<file path="config.mk">
export PLATFORM = sky130hd
export DESIGN_NAME = modbus_rtu_frame_receiver_core
export DESIGN_NICKNAME = d
export VERILOG_FILES = /design/src/rtl/mrtu_pkg.sv /design/src/rtl/mrtu_ram.sv /design/src/rtl/modbus_rtu_frame_receiver_core.sv
export VERILOG_INCLUDE_DIRS = /design/src /design/src/rtl
export SDC_FILE = /design/constraint.sdc
export NUM_CORES = 1
export LEC_CHECK = 0
export BUFFER_PORTS_ARGS = -buffer_cell sky130_fd_sc_hd__buf_2
export CAP_MARGIN = 20
export CORE_MARGIN = 4
export CORE_UTILIZATION = 35
export DETAILED_ROUTE_END_ITERATION = 8
export RECOVER_POWER = 50
export SLEW_MARGIN = 15
export SYNTH_ARGS = -nofsm -noshare
export SYNTH_HDL_FRONTEND = slang
export SYNTH_SLANG_ARGS = --single-unit
</file>
<file path="constraint.sdc">
create_clock -name i_clk -period 13.16 [get_ports i_clk]
set_clock_uncertainty 0.2 [all_clocks]
set_input_delay 1.316 -clock i_clk [delete_from_list [all_inputs] [get_ports i_clk]]
set_output_delay 1.316 -clock i_clk [all_outputs]
set_load 0.01 [all_outputs]
</file>
<file path="src/rtl/modbus_rtu_frame_receiver_core_macros.svh">
// Assertion macros for the Modbus RTU frame receiver.
// Included by the receiver core, which checks its own logic; no other dependencies.
`ifndef MODBUS_RTU_FRAME_RECEIVER_CORE_MACROS_SVH
`define MODBUS_RTU_FRAME_RECEIVER_CORE_MACROS_SVH

// same-cycle implication
`define MRTU_ASSERT_NOW(label, clk, rst_n, ante, cons, msg) \
    label: assert property (@(posedge clk) disable iff (!rst_n) (ante) |-> (cons)) \
        else $error(msg);

// next-cycle implication
`define MRTU_ASSERT_NEXT(label, clk, rst_n, ante, cons, msg) \
    label: assert property (@(posedge clk) disable iff (!rst_n) (ante) |=> (cons)) \
        else $error(msg);

`endif

</file>
<file path="src/rtl/mrtu_pkg.sv">
// Shared types, constants and the CRC-16 step for the Modbus RTU frame receiver.
// No dependencies.
package mrtu_pkg;

    localparam int BUFFER_DEPTH_DEF = 32;
    localparam int DATA_W           = 8;
    localparam int IDX_W            = 6;
    localparam int ST_W             = 3;
    localparam int CMD_W            = 2;
    localparam int TICK_W           = 16;
    localparam int PADDR_W          = 3;
    localparam int PDATA_W          = 32;
    localparam int EXC_BIT_POS      = 7;

    localparam logic [15:0]       CRC_INIT   = 16'hFFFF;
    localparam logic [15:0]       CRC_POLY   = 16'hA001;
    localparam logic [TICK_W-1:0] GAP_RESET  = 16'd30;
    localparam logic [TICK_W-1:0] RESP_RESET = 16'd1000;
    localparam logic [TICK_W-1:0] TICK_MAX   = 16'hFFFF;

    localparam logic REG_GAP_TICKS      = 1'b0;
    localparam logic REG_RESPONSE_TICKS = 1'b1;

    typedef enum logic [CMD_W-1:0] {
        CMD_BYTE     = 2'd0,
        CMD_TICK     = 2'd1,
        CMD_LINE_ERR = 2'd2,
        CMD_ARM      = 2'd3
    } t_cmd;

    typedef enum logic [1:0] {
        PH_IDLE = 2'd0,
        PH_WAIT = 2'd1,
        PH_ADDR = 2'd2,
        PH_DATA = 2'd3
    } t_phase;

    typedef enum logic [ST_W-1:0] {
        ST_OK     = 3'd0,
        ST_NORESP = 3'd1,
        ST_CRC    = 3'd2,
        ST_EXC    = 3'd3,
        ST_LINE   = 3'd4,
        ST_SHORT  = 3'd5,
        ST_OVF    = 3'd6
    } t_status;

    typedef enum logic [1:0] {
        RS_COLLECT = 2'd0,
        RS_READ    = 2'd1,
        RS_LOAD    = 2'd2,
        RS_STAT    = 2'd3
    } t_rd_state;

    function automatic logic [15:0] crc16_feed(input logic [15:0] crc,
                                               input logic [DATA_W-1:0] b);
        logic [15:0] c;
        c = crc ^ {8'h00, b};
        for (int k = 0; k < 8; k++) begin
            c = c[0] ? ((c >> 1) ^ CRC_POLY) : (c >> 1);
        end
        return c;
    endfunction

endpackage

</file>
<file path="src/rtl/mrtu_ram.sv">
// Generic single-write, single-read RAM with registered read data.
// No dependencies.
module mrtu_ram #(
    parameter int WIDTH = 8,
    parameter int DEPTH = 32
) (
    input  logic                     i_clk,
    input  logic                     i_we,
    input  logic [$clog2(DEPTH)-1:0] i_waddr,
    input  logic [WIDTH-1:0]         i_wdata,
    input  logic                     i_re,
    input  logic [$clog2(DEPTH)-1:0] i_raddr,
    output logic [WIDTH-1:0]         o_rdata
);

    logic [WIDTH-1:0] r_mem [DEPTH];
    logic [WIDTH-1:0] r_rdata;

    always_ff @(posedge i_clk) begin
        if (i_we) begin
            r_mem[i_waddr] <= i_wdata;
        end
        if (i_re) begin
            r_rdata <= r_mem[i_raddr];
        end
    end

    assign o_rdata = r_rdata;

endmodule

</file>
<file path="src/rtl/modbus_rtu_frame_receiver_core.sv">
// Modbus RTU response receiver: byte collection, CRC-16, gap timing, frame readout.
// Uses mrtu_pkg, mrtu_ram and the assertion macro header.
// Input requests are taken while collecting and the output register is free; a no-response
// item or a frame's readout starts in the cycle after the tick that causes it. In readout,
// each byte passes the store read port, then the output register; a status item follows.
// Synchronous active-low reset: idle, registers at defaults; data store is not cleared.
`include "modbus_rtu_frame_receiver_core_macros.svh"

module modbus_rtu_frame_receiver_core #(
    parameter int BUFFER_DEPTH = mrtu_pkg::BUFFER_DEPTH_DEF
) (
    input  logic                         i_clk,
    input  logic                         i_rst_n,
    input  logic                         i_valid,
    output logic                         o_ready,
    input  logic [mrtu_pkg::CMD_W-1:0]   i_cmd,
    input  logic [mrtu_pkg::DATA_W-1:0]  i_rx_byte,
    output logic                         o_valid,
    input  logic                         i_ready,
    output logic [mrtu_pkg::DATA_W-1:0]  o_data_byte,
    output logic [mrtu_pkg::IDX_W-1:0]   o_byte_index,
    output logic [mrtu_pkg::ST_W-1:0]    o_status,
    output logic [mrtu_pkg::DATA_W-1:0]  o_slave_address,
    output logic [mrtu_pkg::DATA_W-1:0]  o_function_code,
    output logic [mrtu_pkg::IDX_W-1:0]   o_payload_len,
    output logic [mrtu_pkg::DATA_W-1:0]  o_exception_code,
    output logic                         o_last,
    input  logic                         psel,
    input  logic                         penable,
    input  logic                         pwrite,
    input  logic [mrtu_pkg::PADDR_W-1:0] paddr,
    input  logic [mrtu_pkg::PDATA_W-1:0] pwdata,
    output logic [mrtu_pkg::PDATA_W-1:0] prdata,
    output logic                         pready
);
    import mrtu_pkg::*;

    localparam int AW = $clog2(BUFFER_DEPTH);
    localparam int CW = $clog2(BUFFER_DEPTH + 1);
    localparam logic [CW-1:0] CNT_FULL  = CW'(BUFFER_DEPTH);
    localparam logic [AW-1:0] LAST_SLOT = AW'(BUFFER_DEPTH - 1);

    // configuration
    logic [TICK_W-1:0] r_gap_ticks;
    logic [TICK_W-1:0] r_resp_ticks;
    logic              cfg_wr;

    // frame state
    t_phase            r_phase, n_phase;
    logic [15:0]       r_crc, n_crc;
    logic [DATA_W-1:0] r_addr, n_addr;
    logic [DATA_W-1:0] r_func, n_func;
    logic [DATA_W-1:0] r_first, n_first;
    logic [CW-1:0]     r_count, n_count;
    logic [TICK_W-1:0] r_gap_cnt, n_gap_cnt;
    logic [TICK_W-1:0] r_wait_cnt, n_wait_cnt;
    logic              r_line_err, n_line_err;
    logic              r_ovf, n_ovf;

    // readout
    t_rd_state         r_rd_state, n_rd_state;
    logic [AW-1:0]     r_rd_idx, n_rd_idx;
    t_status           r_run_st, n_run_st;
    logic [IDX_W-1:0]  r_plen, n_plen;
    logic [DATA_W-1:0] r_exc, n_exc;

    // output register
    logic              r_o_valid, n_o_valid;
    logic [DATA_W-1:0] r_o_data, n_o_data;
    logic [IDX_W-1:0]  r_o_idx, n_o_idx;
    t_status           r_o_st, n_o_st;
    logic [DATA_W-1:0] r_o_addr, n_o_addr;
    logic [DATA_W-1:0] r_o_func, n_o_func;
    logic [IDX_W-1:0]  r_o_plen, n_o_plen;
    logic [DATA_W-1:0] r_o_exc, n_o_exc;
    logic              r_o_last, n_o_last;

    // data store ports
    logic              ram_we;
    logic [AW-1:0]     ram_waddr;
    logic              ram_re;
    logic [DATA_W-1:0] ram_rdata;

    logic              out_free;
    logic              in_acc;
    logic [TICK_W-1:0] tick_cnt;
    logic [IDX_W-1:0]  fin_plen;
    t_status           fin_st;

    assign out_free = !r_o_valid || i_ready;
    assign o_ready  = (r_rd_state == RS_COLLECT) && out_free;
    assign in_acc   = i_valid && o_ready;

    mrtu_ram #(
        .WIDTH (DATA_W),
        .DEPTH (BUFFER_DEPTH)
    ) u_store (
        .i_clk   (i_clk),
        .i_we    (ram_we),
        .i_waddr (ram_waddr),
        .i_wdata (i_rx_byte),
        .i_re    (ram_re),
        .i_raddr (r_rd_idx),
        .o_rdata (ram_rdata)
    );

    // APB
    assign pready = 1'b1;
    assign cfg_wr = psel && penable && pwrite;

    always_comb begin
        unique case (paddr[2])
            REG_GAP_TICKS:      prdata = {16'h0000, r_gap_ticks};
            REG_RESPONSE_TICKS: prdata = {16'h0000, r_resp_ticks};
            default:            prdata = '0;
        endcase
    end

    always_ff @(posedge i_clk) begin
        if (!i_rst_n) begin
            r_gap_ticks  <= GAP_RESET;
            r_resp_ticks <= RESP_RESET;
        end else if (cfg_wr) begin
            unique case (paddr[2])
                REG_GAP_TICKS:      r_gap_ticks  <= pwdata[TICK_W-1:0];
                REG_RESPONSE_TICKS: r_resp_ticks <= pwdata[TICK_W-1:0];
                default: ;
            endcase
        end
    end

    // frame end summary
    always_comb begin
        fin_plen = '0;
        if (r_phase == PH_DATA && r_count >= CW'(2)) begin
            fin_plen = IDX_W'(r_count) - IDX_W'(2);
        end
        priority if (r_line_err) begin
            fin_st = ST_LINE;
        end else if (r_ovf) begin
            fin_st = ST_OVF;
        end else if (r_phase != PH_DATA || r_count < CW'(2)) begin
            fin_st = ST_SHORT;
        end else if (r_crc != 16'h0000) begin
            fin_st = ST_CRC;
        end else if (r_func[EXC_BIT_POS]) begin
            fin_st = ST_EXC;
        end else begin
            fin_st = ST_OK;
        end
    end

    always_comb begin
        n_phase    = r_phase;
        n_crc      = r_crc;
        n_addr     = r_addr;
        n_func     = r_func;
        n_first    = r_first;
        n_count    = r_count;
        n_gap_cnt  = r_gap_cnt;
        n_wait_cnt = r_wait_cnt;
        n_line_err = r_line_err;
        n_ovf      = r_ovf;
        n_rd_state = r_rd_state;
        n_rd_idx   = r_rd_idx;
        n_run_st   = r_run_st;
        n_plen     = r_plen;
        n_exc      = r_exc;
        n_o_valid  = r_o_valid && !i_ready;
        n_o_data   = r_o_data;
        n_o_idx    = r_o_idx;
        n_o_st     = r_o_st;
        n_o_addr   = r_o_addr;
        n_o_func   = r_o_func;
        n_o_plen   = r_o_plen;
        n_o_exc    = r_o_exc;
        n_o_last   = r_o_last;
        ram_we     = 1'b0;
        ram_waddr  = r_count[AW-1:0];
        ram_re     = 1'b0;
        tick_cnt   = '0;

        unique case (r_rd_state)
            RS_COLLECT: begin
                if (in_acc) begin
                    unique case (t_cmd'(i_cmd))
                        CMD_BYTE: begin
                            if (r_phase != PH_IDLE) begin
                                n_crc     = crc16_feed(r_crc, i_rx_byte);
                                n_gap_cnt = '0;
                                unique case (r_phase)
                                    PH_WAIT: begin
                                        n_addr  = i_rx_byte;
                                        n_phase = PH_ADDR;
                                    end
                                    PH_ADDR: begin
                                        n_func  = i_rx_byte;
                                        n_phase = PH_DATA;
                                    end
                                    default: begin
                                        ram_we = 1'b1;
                                        if (r_count == '0) begin
                                            n_first = i_rx_byte;
                                        end
                                        if (r_count >= CNT_FULL) begin
                                            n_ovf     = 1'b1;
                                            ram_waddr = LAST_SLOT;
                                        end else begin
                                            n_count = r_count + CW'(1);
                                        end
                                    end
                                endcase
                            end
                        end
                        CMD_TICK: begin
                            if (r_phase == PH_WAIT) begin
                                tick_cnt = (r_wait_cnt != TICK_MAX) ?
                                           r_wait_cnt + TICK_W'(1) : r_wait_cnt;
                                n_wait_cnt = tick_cnt;
                                if (tick_cnt >= r_resp_ticks) begin
                                    n_phase   = PH_IDLE;
                                    n_o_valid = 1'b1;
                                    n_o_data  = '0;
                                    n_o_idx   = '0;
                                    n_o_st    = ST_NORESP;
                                    n_o_addr  = '0;
                                    n_o_func  = '0;
                                    n_o_plen  = '0;
                                    n_o_exc   = '0;
                                    n_o_last  = 1'b1;
                                end
                            end else if (r_phase != PH_IDLE) begin
                                tick_cnt = (r_gap_cnt != TICK_MAX) ?
                                           r_gap_cnt + TICK_W'(1) : r_gap_cnt;
                                n_gap_cnt = tick_cnt;
                                if (tick_cnt >= r_gap_ticks) begin
                                    n_phase  = PH_IDLE;
                                    n_run_st = fin_st;
                                    n_plen   = fin_plen;
                                    n_exc    = (r_func[EXC_BIT_POS] && fin_plen != '0) ?
                                               r_first : '0;
                                    n_rd_idx = '0;
                                    n_rd_state = (fin_plen != '0) ? RS_READ : RS_STAT;
                                end
                            end
                        end
                        CMD_LINE_ERR: begin
                            if (r_phase != PH_IDLE) begin
                                n_line_err = 1'b1;
                            end
                        end
                        CMD_ARM: begin
                            n_crc      = CRC_INIT;
                            n_addr     = '0;
                            n_func     = '0;
                            n_count    = '0;
                            n_gap_cnt  = '0;
                            n_wait_cnt = '0;
                            n_line_err = 1'b0;
                            n_ovf      = 1'b0;
                            n_phase    = PH_WAIT;
                        end
                    endcase
                end
            end
            RS_READ: begin
                // store writes only happen while collecting, so no overlap here
                ram_re     = 1'b1;
                n_rd_state = RS_LOAD;
            end
            RS_LOAD: begin
                if (out_free) begin
                    n_o_valid = 1'b1;
                    n_o_data  = ram_rdata;
                    n_o_idx   = IDX_W'(r_rd_idx);
                    n_o_st    = r_run_st;
                    n_o_addr  = r_addr;
                    n_o_func  = r_func;
                    n_o_plen  = r_plen;
                    n_o_exc   = r_exc;
                    n_o_last  = 1'b0;
                    if (IDX_W'(r_rd_idx) + IDX_W'(1) < r_plen) begin
                        n_rd_idx   = r_rd_idx + AW'(1);
                        n_rd_state = RS_READ;
                    end else begin
                        n_rd_state = RS_STAT;
                    end
                end
            end
            RS_STAT: begin
                if (out_free) begin
                    n_o_valid  = 1'b1;
                    n_o_data   = '0;
                    n_o_idx    = '0;
                    n_o_st     = r_run_st;
                    n_o_addr   = r_addr;
                    n_o_func   = r_func;
                    n_o_plen   = r_plen;
                    n_o_exc    = r_exc;
                    n_o_last   = 1'b1;
                    n_rd_state = RS_COLLECT;
                end
            end
        endcase
    end

    always_ff @(posedge i_clk) begin
        if (!i_rst_n) begin
            r_phase    <= PH_IDLE;
            r_crc      <= CRC_INIT;
            r_addr     <= '0;
            r_func     <= '0;
            r_count    <= '0;
            r_gap_cnt  <= '0;
            r_wait_cnt <= '0;
            r_line_err <= 1'b0;
            r_ovf      <= 1'b0;
            r_rd_state <= RS_COLLECT;
            r_rd_idx   <= '0;
            r_o_valid  <= 1'b0;
        end else begin
            r_phase    <= n_phase;
            r_crc      <= n_crc;
            r_addr     <= n_addr;
            r_func     <= n_func;
            r_count    <= n_count;
            r_gap_cnt  <= n_gap_cnt;
            r_wait_cnt <= n_wait_cnt;
            r_line_err <= n_line_err;
            r_ovf      <= n_ovf;
            r_rd_state <= n_rd_state;
            r_rd_idx   <= n_rd_idx;
            r_o_valid  <= n_o_valid;
        end
    end

    always_ff @(posedge i_clk) begin
        r_first  <= n_first;
        r_run_st <= n_run_st;
        r_plen   <= n_plen;
        r_exc    <= n_exc;
        r_o_data <= n_o_data;
        r_o_idx  <= n_o_idx;
        r_o_st   <= n_o_st;
        r_o_addr <= n_o_addr;
        r_o_func <= n_o_func;
        r_o_plen <= n_o_plen;
        r_o_exc  <= n_o_exc;
        r_o_last <= n_o_last;
    end

    assign o_valid          = r_o_valid;
    assign o_data_byte      = r_o_data;
    assign o_byte_index     = r_o_idx;
    assign o_status         = r_o_st;
    assign o_slave_address  = r_o_addr;
    assign o_function_code  = r_o_func;
    assign o_payload_len    = r_o_plen;
    assign o_exception_code = r_o_exc;
    assign o_last           = r_o_last;

    `MRTU_ASSERT_NOW(a_count_bound, i_clk, i_rst_n, 1'b1, r_count <= CNT_FULL,
        "data count beyond store depth")
    `MRTU_ASSERT_NOW(a_ovf_full, i_clk, i_rst_n, r_ovf, r_count == CNT_FULL,
        "overflow flagged with store not full")
    `MRTU_ASSERT_NOW(a_idx_in_run, i_clk, i_rst_n, r_o_valid && !r_o_last,
        r_o_idx < r_o_plen, "payload index outside payload length")
    `MRTU_ASSERT_NOW(a_noresp_last, i_clk, i_rst_n, r_o_valid && r_o_st == ST_NORESP,
        r_o_last && r_o_plen == '0, "no-response item malformed")
    `MRTU_ASSERT_NEXT(a_arm_wait, i_clk, i_rst_n, in_acc && i_cmd == CMD_ARM,
        r_phase == PH_WAIT && r_rd_state == RS_COLLECT, "arm did not enter response wait")

endmodule
</file>
==> impl_results.md <==
- Status: finished with violations
- Failing checks: capacitance limit, slew limit
- Max VDD drop: 78.8 uV
- Setup tns final: 0 ns
- Async S/R FF share, synth: 0
- RSZ-0062 raised after global routing: false
- Filler Cells Inserted: 5108
- Post-CTS setup repair buffer count: 0
- Hpwl dp: 27800 um
- Most frequent cell after synthesis: edfxtp_1
- RD Place Congestion: 0.801
- Number of synthesized register bits: 450
- Synth Instances: 1458
- Io pins: 135
- Pin count of the biggest net entering global routing: 102
- Skew-Pair Late Insertion Delay: 0.56 ns
- CTS tree: done
- CP startpoint kind: flop
- Routed vias: 11700
- Reg clk slew, reported paths: 0.07 ns
- Final worst-path cycle share: 0.365
- Drt wl/cell: 18.5 um
- CP Capture Type: output port
- Final Slew Violations: 342
- Max_cap viols: 9
- Hold Crit Class: reg2reg
- Sequential Area: 12400 um^2
- Rows: 86
- Combinational family with the most area after synthesis: simple AND/OR/NAND/NOR gates
- Top post-synthesis cells by count: edfxtp_1, nand2_1, dfxtp_1
- Vias per std cell: 5.02
- # DRC: 0
- Post-synth EDFFs: 336
- Layout Cells excl Fill: 2333
- # hold bufs at CTS: 0
- # diodes: 0
- Main synth FF type: edfxtp_1
- Headroom to the max-slew limit: -0.314
- Vias in the first global route: 11400
- Syn_area_per_cell: 13.5 um^2
- Final WL: 43300 um
- Die Area: 60200 um^2
- Mux cell area share after synthesis: 0.0997
- Fin nets: 1651
- Final min period: 4.80 ns
- Starting Density: 0.356
- Die Y: 245 um
- Static Leak: 7.46 nW
- Clk root buf: clkbuf_16
- Setup CP Type: reg2out
- Final setup viols: 0
- Share of layout cells above drive strength 1: 0.146
- Clock Path Buffers: 3
- GRT Total Usage: 0.141
- Share of Yosys cell area claimed by the top area cell type: 0.511
- Design area: 22400 um^2
- Core area: 55400 um^2
- Netlist cell types: 64
- First-pass detailed-route iteration total: 5
- Starting DRT DRC Count: 841
- Post-synthesis compound-gate area fraction: 0.0761
- Placed Cells: 2250
- Post-Synth XOR/XNOR Area: 0.0251
- Post-Synth Adder-Cell Area: 0.0317
- Final hold vios: 0
- Post_cts resized: 0
- Synth top area cells: edfxtp_1, dfxtp_1, mux4_2
- Pwr/cell area: 131 nW/um^2
- Area of the multi-input gates: 6820 um^2
- Sink Count: 450
- Horiz. Die Dim: 245 um
- Initial antenna violation count: 0
- Port buffer count: 98
- Placed Area: 20900 um^2
- First-pass GRT wire length: 66900 um
- Antenna Nets Post-Route: 0
- Max Fclk: 0.208 GHz
- Total number of yosys warnings: 0
- H-tree depth: 2
- CP Data Required Time: 11.64 ns
- Simple logic cell fraction of the synthesized area: 0.108
- Worst Tran Pin Value: 1.97 ns
- Synthesized cell area: 19700 um^2
- Yosys top cell by area: edfxtp_1
- CP max FO: 67
- Post-synthesis sequential area ratio: 0.627
- Layout area overhead: 13.4%
- WP data arrival: 3.29 ns
- TritonCTS Buffers: 44
- Remaining global-route overflow: 0
- Final core utilization: 0.404
## state kept, by name (all words and copies together) (netlist names), 16 cells and up
register       flops
u_store.r_mem    256
r_resp_ticks      16
r_gap_ticks       16
r_crc             16
r_gap_cnt         16
r_wait_cnt        16
## stage by stage
step,power (W),setup slack (ns),hold WS [ns]
floorplan,0.00162,8.74,0.236
global placement,0.00165,8.54,0.253
detailed placement,0.00165,8.47,0.258
CTS,0.00296,8.27,0.267
global route,0.00303,8.01,0.274
finish,0.00293,8.36,0.262
## placed cells by master (no fill, tap or decap), types with 10 or more instances in the layout
master	synthesis	routed
o211ai_1	12	12
a21oi_1	32	32
conb_1	2	18
a22oi_1	12	12
clkbuf_1	45	69
buf_2	16	46
o21ai_0	65	67
and2_1	55	15
and3_1	18	18
clkbuf_16	0	45
nand3_1	45	45
mux4_2	80	80
nor2_1	91	91
nor2b_1	27	27
nor3_1	27	25
xnor2_1	39	39
dfxtp_1	114	112
clkinv_2	0	11
mux2_2	13	13
a21boi_0	41	41
nand4_1	12	12
inv_1	49	49
nand2_1	127	127
xor2_1	15	15
buf_4	18	10
and2_0	1	41
ha_1	50	50
a21o_1	17	17
edfxtp_1	336	336
## worst max-delay path, stage by stage (launching register included)
cell	delay [ns]
dfxtp_2	0.32
buf_4	0.76
nand3_1	0.24
nor2_1	0.19
ha_1	0.24
o21a_1	0.10
o21ai_0	0.15
a21o_1	0.16
nand2_1	0.21
nor2_1	0.18
buf_2	0.17
## worst paths after layout
path                 from   endpoint  slack (ns)  depth (start not counted)
max           r_rd_idx[1]    o_ready        8.36                         10
min             r_func[3]  r_func[3]        0.26                          2
max reg2reg  r_gap_cnt[0]   r_exc[0]        8.47                         14
min reg2reg     r_func[3]  r_func[3]        0.26                          2
## kinds of logic (layout without fill, tap and decap cells)
group | Yosys count | count (layout)
buf+inv | 139 | 250
compound gates | 230 | 230
other cells | 2 | 18
fa+ha+maj | 50 | 50
flops | 450 | 450
simple gates | 437 | 437
xor+xnor | 55 | 55
mux | 95 | 95
## routing by layer
metal  global-route usage  vias up  part of all wire
li1                     -     5573                 -
met4               0.0312        0             0.015
met2                0.241      309              0.49
met5                    0        -                 0
met1                0.193     5781              0.44
met3               0.0218       46             0.057
## report_power, final
part	switching (W)	internal, W	total (W)	leakage (nW)
clock network	0.000538	0.000771	0.00131	0.744
registers	0.00000474	0.00152	0.00153	3.95
logic	0.0000594	0.0000297	0.0000891	2.77
## area by class of cell
type / count / share of cell area
Clock buffer: 52 / 0.0515
Timing Repair Buffer: 119 / 0.0244
Multi-Input combinational cell: 885 / 0.305
Clock inverter: 30 / 0.0159
Inverter: 49 / 0.00822
Sequential cell: 450 / 0.553
Tap cell: 748 / 0.0418
Power figures use the tool's default switching activity.
